File: config.mk
export PLATFORM = sky130hd
export DESIGN_NAME = pfe_ctrl
export DESIGN_NICKNAME = d
export VERILOG_FILES = /design/src/sv/pfe_pkg.sv /design/src/sv/pfe_ctrl.sv
export SDC_FILE = /design/constraint.sdc
export NUM_CORES = 1
export LEC_CHECK = 0
export ABC_CLOCK_PERIOD_IN_PS = 3950
export BUFFER_PORTS_ARGS = -buffer_cell sky130_fd_sc_hd__buf_2
export CAP_MARGIN = 20
export CORE_MARGIN = 1.5
export CORE_UTILIZATION = 45
export CTS_CLUSTER_SIZE = 10
export DETAILED_ROUTE_END_ITERATION = 10
export GPL_TIMING_DRIVEN = 1
export PLACE_DENSITY = 0.71
export SETUP_SLACK_MARGIN = 0.5
export SYNTH_ARGS = -nofsm -noshare
export SYNTH_HDL_FRONTEND = slang
export SYNTH_SLANG_ARGS = --single-unit
export TNS_END_PERCENT = 1
File: constraint.sdc
create_clock -name clk -period 3.95 [get_ports clk]
set_input_delay 0.395 -clock clk [delete_from_list [all_inputs] [get_ports clk]]
set_output_delay 0.395 -clock clk [all_outputs]
set_load 0.005 [all_outputs]
File: src/sv/pfe_pkg.sv
package pfe_pkg;

    localparam int MAX_FIELD = 62;
    localparam int FW = 6;
    localparam int NDIG_MAX = 24;
    localparam int NDW = 5;

    // divide a 20-bit slice by ten: (n * RECIP10) >> RECIP_SHIFT, exact below 2**22
    localparam logic [19:0] RECIP10 = 20'd838861;
    localparam int RECIP_SHIFT = 23;

    typedef enum logic [2:0]
    {
        PH_TEXT   = 3'd0,
        PH_FLAGS  = 3'd1,
        PH_WIDTH  = 3'd2,
        PH_PREC   = 3'd3,
        PH_PREFIX = 3'd4
    } phase_t;

    typedef enum logic [1:0]
    {
        RADIX_8  = 2'd0,
        RADIX_10 = 2'd1,
        RADIX_16 = 2'd2
    } radix_t;

    // command from controller to datapath
    typedef struct packed
    {
        logic        load;      // capture value and start digit extraction
        radix_t      radix;
        logic [63:0] value;     // magnitude already formed
        logic        pop;       // emit one digit, most significant first
    } dp_cmd_t;

    typedef struct packed
    {
        logic          busy;    // still extracting digits
        logic [NDW-1:0] ndig;
        logic [7:0]    digit_char;
    } dp_stat_t;

    function automatic logic [FW-1:0] add_digit(input logic [FW-1:0] acc, input logic [3:0] d);
        logic [10:0] v;
        begin
            v = 11'(acc) * 11'd10 + 11'(d);
            add_digit = (v > 11'(MAX_FIELD)) ? FW'(MAX_FIELD) : v[FW-1:0];
        end
    endfunction

    function automatic logic [7:0] hex_char(input logic [3:0] d);
        begin
            hex_char = (d < 4'd10) ? (8'h30 + 8'(d)) : (8'h57 + 8'(d));
        end
    endfunction

endpackage

File: src/sv/pfe_ctrl.sv
module pfe_ctrl
(
    input  logic              clk,
    input  logic              rst_n,
    input  logic              s_tvalid,
    output logic              s_tready,
    input  logic [7:0]        fmt_char,
    input  logic [63:0]       arg_value,
    output logic              m_tvalid,
    input  logic              m_tready,
    output logic [7:0]        out_char,
    output logic              out_last,
    output pfe_pkg::dp_cmd_t  cmd,
    input  pfe_pkg::dp_stat_t stat
);

    typedef enum logic [4:0]
    {
        S_IDLE = 5'b00001,
        S_SIGN = 5'b00010,
        S_CONV = 5'b00100,
        S_PAD  = 5'b01000,
        S_EMIT = 5'b10000
    } state_t;

    state_t state_reg, state_next;
    pfe_pkg::phase_t ph_reg, ph_next;
    logic [3:0] flags_reg, flags_next;
    logic long_reg, long_next;
    logic [pfe_pkg::FW-1:0] fw_reg, fw_next, md_reg, md_next;
    logic [6:0] tot_reg, tot_next;
    logic neg_reg, neg_next;
    logic ov_reg, ov_next;
    logic [7:0] oc_reg, oc_next;
    logic ol_reg, ol_next;

    logic acc;
    logic outfree;
    logic [7:0] c;
    logic is_dig;
    logic is_pref;
    logic is_sgn;
    logic [63:0] v;
    logic [63:0] mag;
    logic [6:0] nd7;

    assign outfree = !ov_reg || m_tready;
    assign s_tready = (state_reg == S_IDLE) && outfree;
    assign acc = s_tvalid && s_tready;
    assign c = fmt_char;
    assign is_dig = (c >= "0") && (c <= "9");
    assign is_pref = c == "F" || c == "N" || c == "h" || c == "l" || c == "L" ||
                     c == "z" || c == "t";
    assign is_sgn = c == "d" || c == "i";
    assign nd7 = 7'(stat.ndig);

    always_comb
    begin
        if (long_reg)
            v = arg_value;
        else if (is_sgn)
            v = {{32{arg_value[31]}}, arg_value[31:0]};
        else
            v = {32'd0, arg_value[31:0]};
        mag = (is_sgn && v[63]) ? (64'd0 - v) : v;
    end

    always_comb
    begin
        logic       push;
        logic [7:0] pc;
        logic       pl;
        pfe_pkg::phase_t eph;
        push = 1'b0;
        pc = '0;
        pl = 1'b0;
        state_next = state_reg;
        ph_next = ph_reg;
        flags_next = flags_reg;
        long_next = long_reg;
        fw_next = fw_reg;
        md_next = md_reg;
        tot_next = tot_reg;
        neg_next = neg_reg;
        cmd = '0;
        eph = ph_reg;
        case (state_reg)
            S_IDLE:
            begin
                if (acc)
                begin
                    if (c == 8'd0)
                    begin
                        ph_next = pfe_pkg::PH_TEXT;
                    end
                    else
                    begin
                        // collapse fall-through phases
                        if (eph == pfe_pkg::PH_FLAGS && c != "%" && c != "-" && c != "+" &&
                            c != " " && c != "0")
                            eph = pfe_pkg::PH_WIDTH;
                        if (eph == pfe_pkg::PH_WIDTH && !is_dig && c != ".")
                            eph = pfe_pkg::PH_PREFIX;
                        if (eph == pfe_pkg::PH_PREC && !is_dig)
                            eph = pfe_pkg::PH_PREFIX;
                        ph_next = eph;
                        case (eph)
                            pfe_pkg::PH_FLAGS:
                            begin
                                if (c == "%")
                                begin
                                    push = 1'b1; pc = c; pl = 1'b1;
                                    ph_next = pfe_pkg::PH_TEXT;
                                end
                                else if (c == "-") flags_next[0] = 1'b1;
                                else if (c == "+") flags_next[1] = 1'b1;
                                else if (c == " ") flags_next[2] = 1'b1;
                                else flags_next[3] = 1'b1;
                            end
                            pfe_pkg::PH_WIDTH:
                            begin
                                if (is_dig)
                                    fw_next = pfe_pkg::add_digit(fw_reg, c[3:0]);
                                else
                                    ph_next = pfe_pkg::PH_PREC;
                            end
                            pfe_pkg::PH_PREC:
                            begin
                                md_next = pfe_pkg::add_digit(md_reg, c[3:0]);
                            end
                            pfe_pkg::PH_PREFIX:
                            begin
                                if (is_pref)
                                begin
                                    if (c == "L") long_next = 1'b1;
                                end
                                else
                                begin
                                    ph_next = pfe_pkg::PH_TEXT;
                                    if (c == "c")
                                    begin
                                        push = 1'b1; pc = arg_value[7:0]; pl = 1'b1;
                                    end
                                    else if (c == "o" || c == "x" || c == "X" || c == "p" ||
                                             c == "u" || is_sgn)
                                    begin
                                        if (c == "p")
                                        begin
                                            fw_next = pfe_pkg::FW'(8);
                                            flags_next[3] = 1'b1;
                                        end
                                        cmd.load = 1'b1;
                                        cmd.value = mag;
                                        cmd.radix = (c == "o") ? pfe_pkg::RADIX_8 :
                                                    (is_sgn || c == "u") ? pfe_pkg::RADIX_10 :
                                                    pfe_pkg::RADIX_16;
                                        neg_next = is_sgn && v[63];
                                        state_next = S_SIGN;
                                    end
                                end
                            end
                            default:
                            begin
                                ph_next = pfe_pkg::PH_TEXT;
                                if (c == "%")
                                begin
                                    ph_next = pfe_pkg::PH_FLAGS;
                                    flags_next = '0;
                                    long_next = 1'b0;
                                    fw_next = '0;
                                    md_next = '0;
                                end
                                else
                                begin
                                    push = 1'b1; pc = c; pl = 1'b1;
                                end
                            end
                        endcase
                    end
                end
            end
            S_SIGN:
            begin
                // datapath extracting digits in parallel
                if (!neg_reg)
                    state_next = S_CONV;
                else if (outfree)
                begin
                    push = 1'b1; pc = "-"; neg_next = 1'b0;
                    state_next = S_CONV;
                end
            end
            S_CONV:
            begin
                if (!stat.busy)
                begin
                    tot_next = nd7;
                    state_next = S_PAD;
                end
            end
            S_PAD:
            begin
                if (outfree)
                begin
                    if (tot_reg < 7'(fw_reg))
                    begin
                        push = 1'b1; pc = flags_reg[3] ? "0" : " ";
                        tot_next = tot_reg + 7'd1;
                    end
                    else if (tot_reg < 7'(md_reg))
                    begin
                        push = 1'b1; pc = "0";
                        tot_next = tot_reg + 7'd1;
                    end
                    else
                        state_next = S_EMIT;
                end
            end
            S_EMIT:
            begin
                if (outfree)
                begin
                    push = 1'b1; pc = stat.digit_char;
                    pl = (stat.ndig == pfe_pkg::NDW'(1));
                    cmd.pop = 1'b1;
                    if (pl) state_next = S_IDLE;
                end
            end
            default:
            begin
                state_next = S_IDLE;
            end
        endcase
        // output register
        if (push)
        begin
            ov_next = 1'b1; oc_next = pc; ol_next = pl;
        end
        else
        begin
            ov_next = ov_reg && !m_tready; oc_next = oc_reg; ol_next = ol_reg;
        end
    end

    always_ff @(posedge clk or negedge rst_n)
    begin
        if (!rst_n)
        begin
            state_reg <= S_IDLE;
            ph_reg    <= pfe_pkg::PH_TEXT;
            flags_reg <= '0;
            long_reg  <= 1'b0;
            fw_reg    <= '0;
            md_reg    <= '0;
            ov_reg    <= 1'b0;
            neg_reg   <= 1'b0;
        end
        else
        begin
            state_reg <= state_next;
            ph_reg    <= ph_next;
            flags_reg <= flags_next;
            long_reg  <= long_next;
            fw_reg    <= fw_next;
            md_reg    <= md_next;
            ov_reg    <= ov_next;
            neg_reg   <= neg_next;
        end
    end

    always_ff @(posedge clk)
    begin
        tot_reg <= tot_next;
        oc_reg  <= oc_next;
        ol_reg  <= ol_next;
    end

    assign m_tvalid = ov_reg;
    assign out_char = oc_reg;
    assign out_last = ol_reg;

endmodule

# ---- After elaboration in Yosys (flattened, before gate mapping)
# Cells that the tools add are included.
dict set report totals {
  reg_bits 40
  latch_bits 0
  mem_bits_rw 0
  rom_bits 0
  word_cells 258
  mem_count 0
}
dict set report classes {
  add_sub_neg 4
  n_mul 2
  div_mod_pow 0
  order_cmp 6
  n_eq_ne 63
  n_shift 0
  mux 118
  bitwise_logic 5
  n_reduce_logical 49
}
# op count
set ops {}
lappend ops {{$mux 67} 7}
lappend ops {{$mux 64} 3}
lappend ops {{$eq 8x7->1 const B} 15}
lappend ops {{$mux 6} 13}
lappend ops {{$mux 5} 15}
lappend ops {{$sub 1x64->64 const A} 1}
lappend ops {{$mux 8} 7}
lappend ops {{$mux 3} 17}
lappend ops {{$ne 8x6->1 const B} 6}
lappend ops {{$ne 2x2->1 const B} 21}
lappend ops {{$mux 1} 34}
lappend ops {{$eq 8x6->1 const B} 4}
lappend ops {{$pmux 8 s4} 1}
lappend ops {{$mux 7} 4}
lappend ops {{$reduce_and 13->1} 2}
lappend ops {{$pmux 5 s5} 1}
lappend ops {{$pmux 8 s3} 1}
lappend ops {{$add 10x4->11} 2}
lappend ops {{$gt 11x6->1 const B} 2}
lappend ops {{$mul 6x3->9 const B} 2}
lappend ops {{$pmux 6 s3} 1}
lappend ops {{$logic_or 1x1->1} 14}
lappend ops {{$lt 7x6->1} 2}
lappend ops {{$pmux 7 s2} 1}
lappend ops {{other kinds (33)} 71}

# ---- Depth between registers and ports, before layout
dict set report depth {
  depth_word 30
  ltp_mapped 10
  depth_no_buf 10
}

# ---- Worst setup path before layout
# OpenSTA, ideal clock, no wires.
dict set report synth_path {
  kind {in2out}
  startpoint {input port fmt_char[3]}
  endpoint {output port cmd[58] (netlist bit)}
  arrival_ns 2.495
  t_required_ns 3.555
  slack_ns 1.060
  path_stages 9
  path_cell_list {buf_6 > and3b_1 > o211ai_2 > nand4_2 > o221a_4 > or4_4 > buf_6 > or2_4 > a311oi_1}
}
# element line
set synth_rtl {}
lappend synth_rtl {{from (decl)} pfe_ctrl.sv:7} ;# input logic [7:0] fmt_char,
lappend synth_rtl {{to (decl)} pfe_ctrl.sv:13} ;# output pfe_pkg::dp_cmd_t cmd,

==> results.sh <==
export IMPL_rsz0062_at_grt="yes"
export IMPL_synthAdderAreaFrac_pct=8.80
export IMPL_cts_htree_levels=2
export IMPL_die_area_um2=13500
export IMPL_dp_hpwl_um=14800
export IMPL_grt_max_degree=42
export IMPL_fin_skew_ns=0.00999
export IMPL_yosysTopAreaCell="dfrtp_1"
export IMPL_ant_nets=0
export IMPL_cts_sinks=40
export IMPL_final_nets=1059
export IMPL_drv_slew=0
export IMPL_drt_iter0_drc=603
export IMPL_root_buffer="clkbuf_16"
export IMPL_synthXorXnorAreaFrac_pct=9.76
export IMPL_ys_ff_latch=40
export IMPL_synth_compound_area_share_pct=26.1
export IMPL_synth_warnings=0
export IMPL_crit_type="in -> out"
export IMPL_fin_total_pwr_uw=1580
export IMPL_hp_class="in -> async"
export IMPL_overflow=0
export IMPL_cts_clk_slew_worst_paths_ns=0.06
export IMPL_worstPathMaxFanout=7
export IMPL_n_fill_cell=1290
export IMPL_yosys_cell_types_count=81
export IMPL_syn_inst=772
export IMPL_vias=6658
export IMPL_drv_cap=0
export IMPL_outcome="completed"
export IMPL_antenna_found_initial=2
export IMPL_die_h_um=116
export IMPL_dr_pass1_iters=5
export IMPL_die_w_um=116
export IMPL_vdd_ir_drop_max_uv=189
export IMPL_muxShareOfSynthArea_pct=1.31
export IMPL_core_um2=12500
export IMPL_post_route_min_period_ns=3.42
export IMPL_relSlewSlack_pct=44.8
export IMPL_grt_pass1_wl_um=29700
export IMPL_yosys_top_cells_count="nor2_1, nand2_1, a21oi_1"
export IMPL_crit_required_ns=3.56
export IMPL_synth_edf_count=16
export IMPL_remaining_drc_errors=0
export IMPL_cp_start_kind="input pin"
export IMPL_cts_hold_fix_buffers=0
export IMPL_drive_gt1_share_pct=24.9
export IMPL_power_density_nw_per_um2=225
export IMPL_wl_per_cell_um=17.2
export IMPL_largest_reg_flops=8
export IMPL_synth_ff_type="dfrtp_1"
export IMPL_tns_ns=0
export IMPL_viasPerCell=6.01
export IMPL_regArea_um2=1080
export IMPL_ios=169
export IMPL_finalWorstSetupSlack_ns=0.535
export IMPL_synth_most_common_cell="nor2_1"
export IMPL_cp_end_kind="output pin"
export IMPL_grt_pass1_vias=5940
export IMPL_setup_violations=0
export IMPL_multi_input_area_um2=4430
export IMPL_wirelength_um=19100
export IMPL_yosysTopAreaCellShare_pct=10.0
export IMPL_initial_core_util_pct=45.9
export IMPL_cellLeakagePower_uw=0.00314
export IMPL_async_reset_ff_share_pct=60.0
export IMPL_synth_top_family_by_area="simple AND/OR/NAND/NOR gates"
export IMPL_numCtsBuffers=5
export IMPL_port_buffers=168
export IMPL_cp_arrival_ns=3.02
export IMPL_syn_cell_area_um2=5740
export IMPL_max_freq_mhz=293
export IMPL_post_route_period_util_pct=86.5
export IMPL_insertion_delay_ns=0.29
export IMPL_cts_tree="yes"
export IMPL_avgSynthCellArea_um2=7.44
export IMPL_yosysSeqAreaShare_pct=18.8
export IMPL_area_growth_pct=22.2
export IMPL_synthSimpleGateAreaFrac_pct=30.4
export IMPL_std_cell_rows=41
export IMPL_place_worst_setup_slack_ns=0.495
export IMPL_place_congestion=0.935
export IMPL_synth_area_top_cells="dfrtp_1, edfxtp_1, nor2_1, ha_1, xor2_1"
export IMPL_hold_violations=0
export IMPL_synth_fp_nets=900
export IMPL_grt_util_all_layers_pct=27.4
export IMPL_clockBufferDepth=2
export IMPL_tightest_slew_ns=0.822
-- where the power goes --
part	leakage, uW	internal, uW	switching [uW]	total [uW]
Clock	0.0000871	316	166	482
Sequential	0.000469	487	28.0	515
Combinational	0.00258	229	357	585
-- cell type report --
class | count | share of cell area, %
multi-input cells | 667 | 63.0
flip-flops and latches | 40 | 15.4
repair buffers | 189 | 14.3
well taps | 172 | 3.07
clock buffers | 6 | 1.98
inverters | 28 | 1.50
clock inverters | 2 | 0.552
diodes | 3 | 0.107
-- cell usage in the layout, fill, tap and decap left out, types with 5 or more instances in the layout --
master	Yosys	routed
a21oi_1	54	54
nand2_1	59	59
and3_1	9	9
nor3_1	19	19
nand3_1	19	19
buf_2	8	168
o41ai_1	7	7
or4_1	8	8
xnor2_1	17	17
inv_1	28	28
nand2b_1	18	18
clkbuf_16	0	5
nor2b_1	11	11
o21ai_0	51	51
nor4_1	11	10
o211ai_1	6	6
a21o_1	10	10
a211oi_1	6	6
nor2_1	114	114
edfxtp_1	16	16
o31ai_1	13	13
nand4_1	11	11
o2bb2ai_1	11	11
xor2_1	47	47
ha_1	34	34
or3_1	15	14
dfrtp_1	23	22
a31oi_1	12	12
buf_4	1	18
-- worst paths after layout --
path / from / to / slack, ns / cells after the start
min in group clk: stat[9] / tot_reg[1] / 0.39 / 3
max in group asynchronous: rst_n / long_reg / 3.43 / 1
max reg2reg: fw_reg[1] / fw_reg[3] / 1.07 / 8
min: rst_n / state_reg[2] / 0.1 / 1
max: arg_value[6] / cmd[53] / 0.53 / 8
min reg2reg: flags_reg[3] / flags_reg[3] / 0.50 / 1
-- worst max-delay path, cell delays in order --
cell and delay [ns]:
buf_2 0.14, or4_4 0.57, or3_1 0.38, nor4_2 0.38
nand4_1 0.36, o221a_2 0.37, a211oi_1 0.25, buf_2 0.17
-- layer usage --
layer,track usage (%),up-vias,share of wire (%)
li1,-,3188,-
met1,35.9,3152,43
met2,46.9,274,49
met3,3.97,42,6.5
met4,8.46,2,2.1
met5,0,-,0.058
-- what timing repair did --
item,CTS,global route
setup endpoints to repair,1,51
setup buffers,0,4
endpoints found under the hold margin,0,0
cloned,1,0
resized for setup,1,7
pin swaps,1,3
-- through the flow --
step	std cells	hold slack [ns]	util (%)	area (um^2)
after global routing	1104	0.138	56.0	7010
after CTS	1099	0.116	55.5	6950
after detailed placement	1090	0.418	54.0	6760
after floorplan	772	0.0994	-	5740
after global placement	1090	0.418	54.0	6760
final	1107	0.0968	56.1	7020
-- kinds of logic (layout without fill, tap and decap cells) --
group	Yosys count	in the layout
AOI/OAI and AO/OA	223	223
xor gates and xnor gates	64	64
adders and majority gates	38	38
buffers and inverters	66	225
DFF	40	40
muxes	7	7
other	0	3
and+or+nand+nor	334	335
Power figures use the tool's default switching activity.
